===== config.mk =====
export PLATFORM = sky130hd
export DESIGN_NAME = gso3_delay
export DESIGN_NICKNAME = d
export VERILOG_FILES = /design/src/hdl/gso3_delay.sv
export SDC_FILE = /design/constraint.sdc
export NUM_CORES = 1
export LEC_CHECK = 0
export BUFFER_PORTS_ARGS = -buffer_cell sky130_fd_sc_hd__buf_4
export CAP_MARGIN = 20
export CORE_AREA = 10 10 47 49
export CTS_CLUSTER_DIAMETER = 200
export CTS_CLUSTER_SIZE = 20
export DETAILED_ROUTE_END_ITERATION = 10
export DIE_AREA = 0 0 57 59
export SLEW_MARGIN = 10
export SYNTH_ARGS = -nofsm -noshare
export SYNTH_HDL_FRONTEND = slang
export SYNTH_SLANG_ARGS = --single-unit

===== constraint.sdc =====
create_clock -name clk -period 0.8 [get_ports clk]
set_input_delay 0 -clock clk [delete_from_list [all_inputs] [get_ports clk]]
set_output_delay 0 -clock clk [all_outputs]
set_load 0.01 [all_outputs]

===== src/hdl/gso3_delay.sv =====
// Register delay line used to align data beside the pipelined units.
// Depends on nothing but its parameters.
module gso3_delay #(
    parameter int WIDTH = 16,
    parameter int DEPTH = 1
) (
    input  logic             clk,
    input  logic [WIDTH-1:0] din,
    output logic [WIDTH-1:0] dout
);
    logic [WIDTH-1:0] stage_reg [DEPTH];

    // shift line
    always_ff @(posedge clk)
    begin
        stage_reg[0] <= din;
        for (int i = 1; i < DEPTH; i++)
        begin
            stage_reg[i] <= stage_reg[i-1];
        end
    end

    assign dout = stage_reg[DEPTH-1];
endmodule


==> impl_metrics.csv <==
group,metric,value,unit
power_and_ir_drop,p_per_area,2020,nW/µm²
worst_setup_path,critPathRequiredTime,800,ps
floorplanning,fp.dieH,59,µm
detailed_routing,detail-route-antenna-nets,0,
sta,hold_violations,0,
status,status,"finished clean",
layout,layout.nets,86,
layout,final_cells,84,
worst_setup_path,crit_chain,"buf_4",
synth,synth_area,320,µm²
global_route,grt_pass1_vias,376,
worst_setup_path,criticalPathCategory,"reg2out",
power_and_ir_drop,ir_worst_vdd,0.000901,V
layout,area_growth,143,%
worst_setup_path,cp-start-kind,"register",
detailed_routing,vias_per_cell,3.57,
clock_tree,clkTransAtPathRegs,90,ps
power_and_ir_drop,intPower,1.26,mW
layout,multi_input_cells,0,
worst_setup_path,crit_path_end_kind,"output pin",
power_and_ir_drop,comb_power_share,0.132,
global_route,grt_max_degree,10,
worst_setup_path,critPathTopFamily,"flip-flops",
synth,synthFlopType,"dfxtp_1",
worst_setup_path,crit_arrival,720,ps
sta,rsz0062_at_grt,"false",
power_and_ir_drop,seqPwrFrac,0.541,
sta,fin_crit_sh,0.905,
clock_tree,cts_tree,"yes",
synth,synth_top_area_cell,"dfxtp_1",
synth,synth_most_common_cell,"dfxtp_1",
synth,yosysUniqueCellTypes,1,
power_and_ir_drop,switchingPower,0.307,mW
synth,yosys_warnings,0,
sta,maxSlewHeadroom,0.940,
detailed_routing,firstDrtPassIters,2,
power_and_ir_drop,p_sw_frac,0.195,
global_route,grt_usage,0.0629,
layout,largest_reg_flops,16,
clock_tree,clock-sinks,16,
layout,seqCellArea,320,µm²
detailed_routing,vias,300,
clock_tree,htreeDepth,1,
job,drv_cap,0,
place,place_ws,381,ps
sta,whs,357,ps
worst_setup_path,critPathSlowestCell,"dfxtp_1",
synth,async_flop_share,0,
min_path,hp-class,"in2reg",
floorplanning,fp.coreArea,1400,µm²
floorplanning,fp-row-count,14,
synth,synth.top_cell.area_share,1.00,
floorplanning,die_area,3360,µm²
layout,n_antenna_cell,0,
sta,setup_violations,0,
sta,fin_crit,724,ps
global_route,antenna_found_initial,0,
clock_tree,cts-root-buf,"clkbuf_4",
layout,multi_input_area,0,µm²
synth,syn-num-nets,33,
floorplanning,num_io_pins,33,
synth,ys_ff_latch,16,
clock_tree,cts_max_path_buffers,2,
worst_setup_path,crit_fanout,1,
synth,synth_common_cells,"16 x dfxtp_1",
worst_setup_path,slowest_delay,320,ps
detailed_routing,drt_iter0_markers,2,
sta,worstMarginPinSlew,90.1,ps
layout,drive_above_1_share,0.529,
synth,syn_area_per_cell,20.0,µm²
place,gp_congestion,0.544,
power_and_ir_drop,p_leak,0.377,nW
sta,layout_setup_ws,76.1,ps
synth,synthCells,16,
floorplanning,start_util,0.229,
synth,seq_area_frac_synth,1.00,
power_and_ir_drop,p_clk_frac,0.327,
synth,synth_edf_count,0,
floorplanning,die_w,57,µm
power_and_ir_drop,power,1.57,mW
sta,drv_slew,0,
sta,max_freq,1380,MHz
place,placed_cells,64,
clock_tree,cts_made_buffers,3,
sta,setup_tns,0,ps
global_route,overflow,0,
place,port_buffers,32,
synth,synthTopCellsByArea,"dfxtp_1 100%",
worst_setup_path,critPathBufInv,1,
global_route,grt_pass1_wl,1.65,mm
detailed_routing,wl_per_cell,12.6,µm
detailed_routing,drc,0,
layout,fillerInstances,133,
detailed_routing,drt_wl_total,1.06,mm
[placed cells by master (no fill, tap or decap)]
master / netlist / layout
buf_4: 0 / 32
dlygate4sd3_1: 0 / 16
dfxtp_1: 16 / 16
clkbuf_4: 0 / 3
clkbuf_8: 0 / 1
[kinds of logic (layout without fill, tap and decap cells)]
family                 Yosys count  count (layout)  share of synthesized area
DFF                             16              16                       1.00
buffers and inverters            0              52                          0
[through the flow]
step           area (µm²)   util
2_1_floorplan         320      -
3_3_place_gp          581  0.414
3_5_place_dp          581  0.414
4_1_cts               777  0.554
5_1_grt               777  0.554
6_report              777  0.554
[routing by layer]
layer / vias to the layer above / part of all wire / track usage
met4: 0 / 0 / 0.0201
met3: 0 / 0.12 / 0.0472
met5: - / 0 / 0
li1: 153 / - / -
met2: 15 / 0.57 / 0.124
met1: 132 / 0.30 / 0.0441
[power groups by stage]
| stage | registers [mW] | clock network (mW) | logic [mW] |
|---|---|---|---|
| after CTS | 0.850 | 0.543 | 0.210 |
| after detailed placement | 0.868 | 0 | 0.147 |
| after global routing | 0.854 | 0.573 | 0.223 |
| after global placement | 0.867 | 0 | 0.146 |
| after floorplan | 0.892 | 0 | 0 |
| final | 0.850 | 0.513 | 0.207 |
[timing repair]
item	in CTS	in global routing
gates resized for setup	0	0
endpoints found under the hold margin	16	0
hold buffers	16	0
setup buffers	0	0
[cell type report]
type | count | share of cell area
Clock buffer | 4 | 0.0467
Sequential cell | 16 | 0.412
Tap cell | 16 | 0.0258
Timing Repair Buffer | 48 | 0.515
[path summary, 6_finish.rpt]
path,from,end,cells after the start
setup / recovery,stage_reg[0][4],dout[4],1
hold / removal,din[3],stage_reg[0][3],2
(Power assumes the default switching activity.)
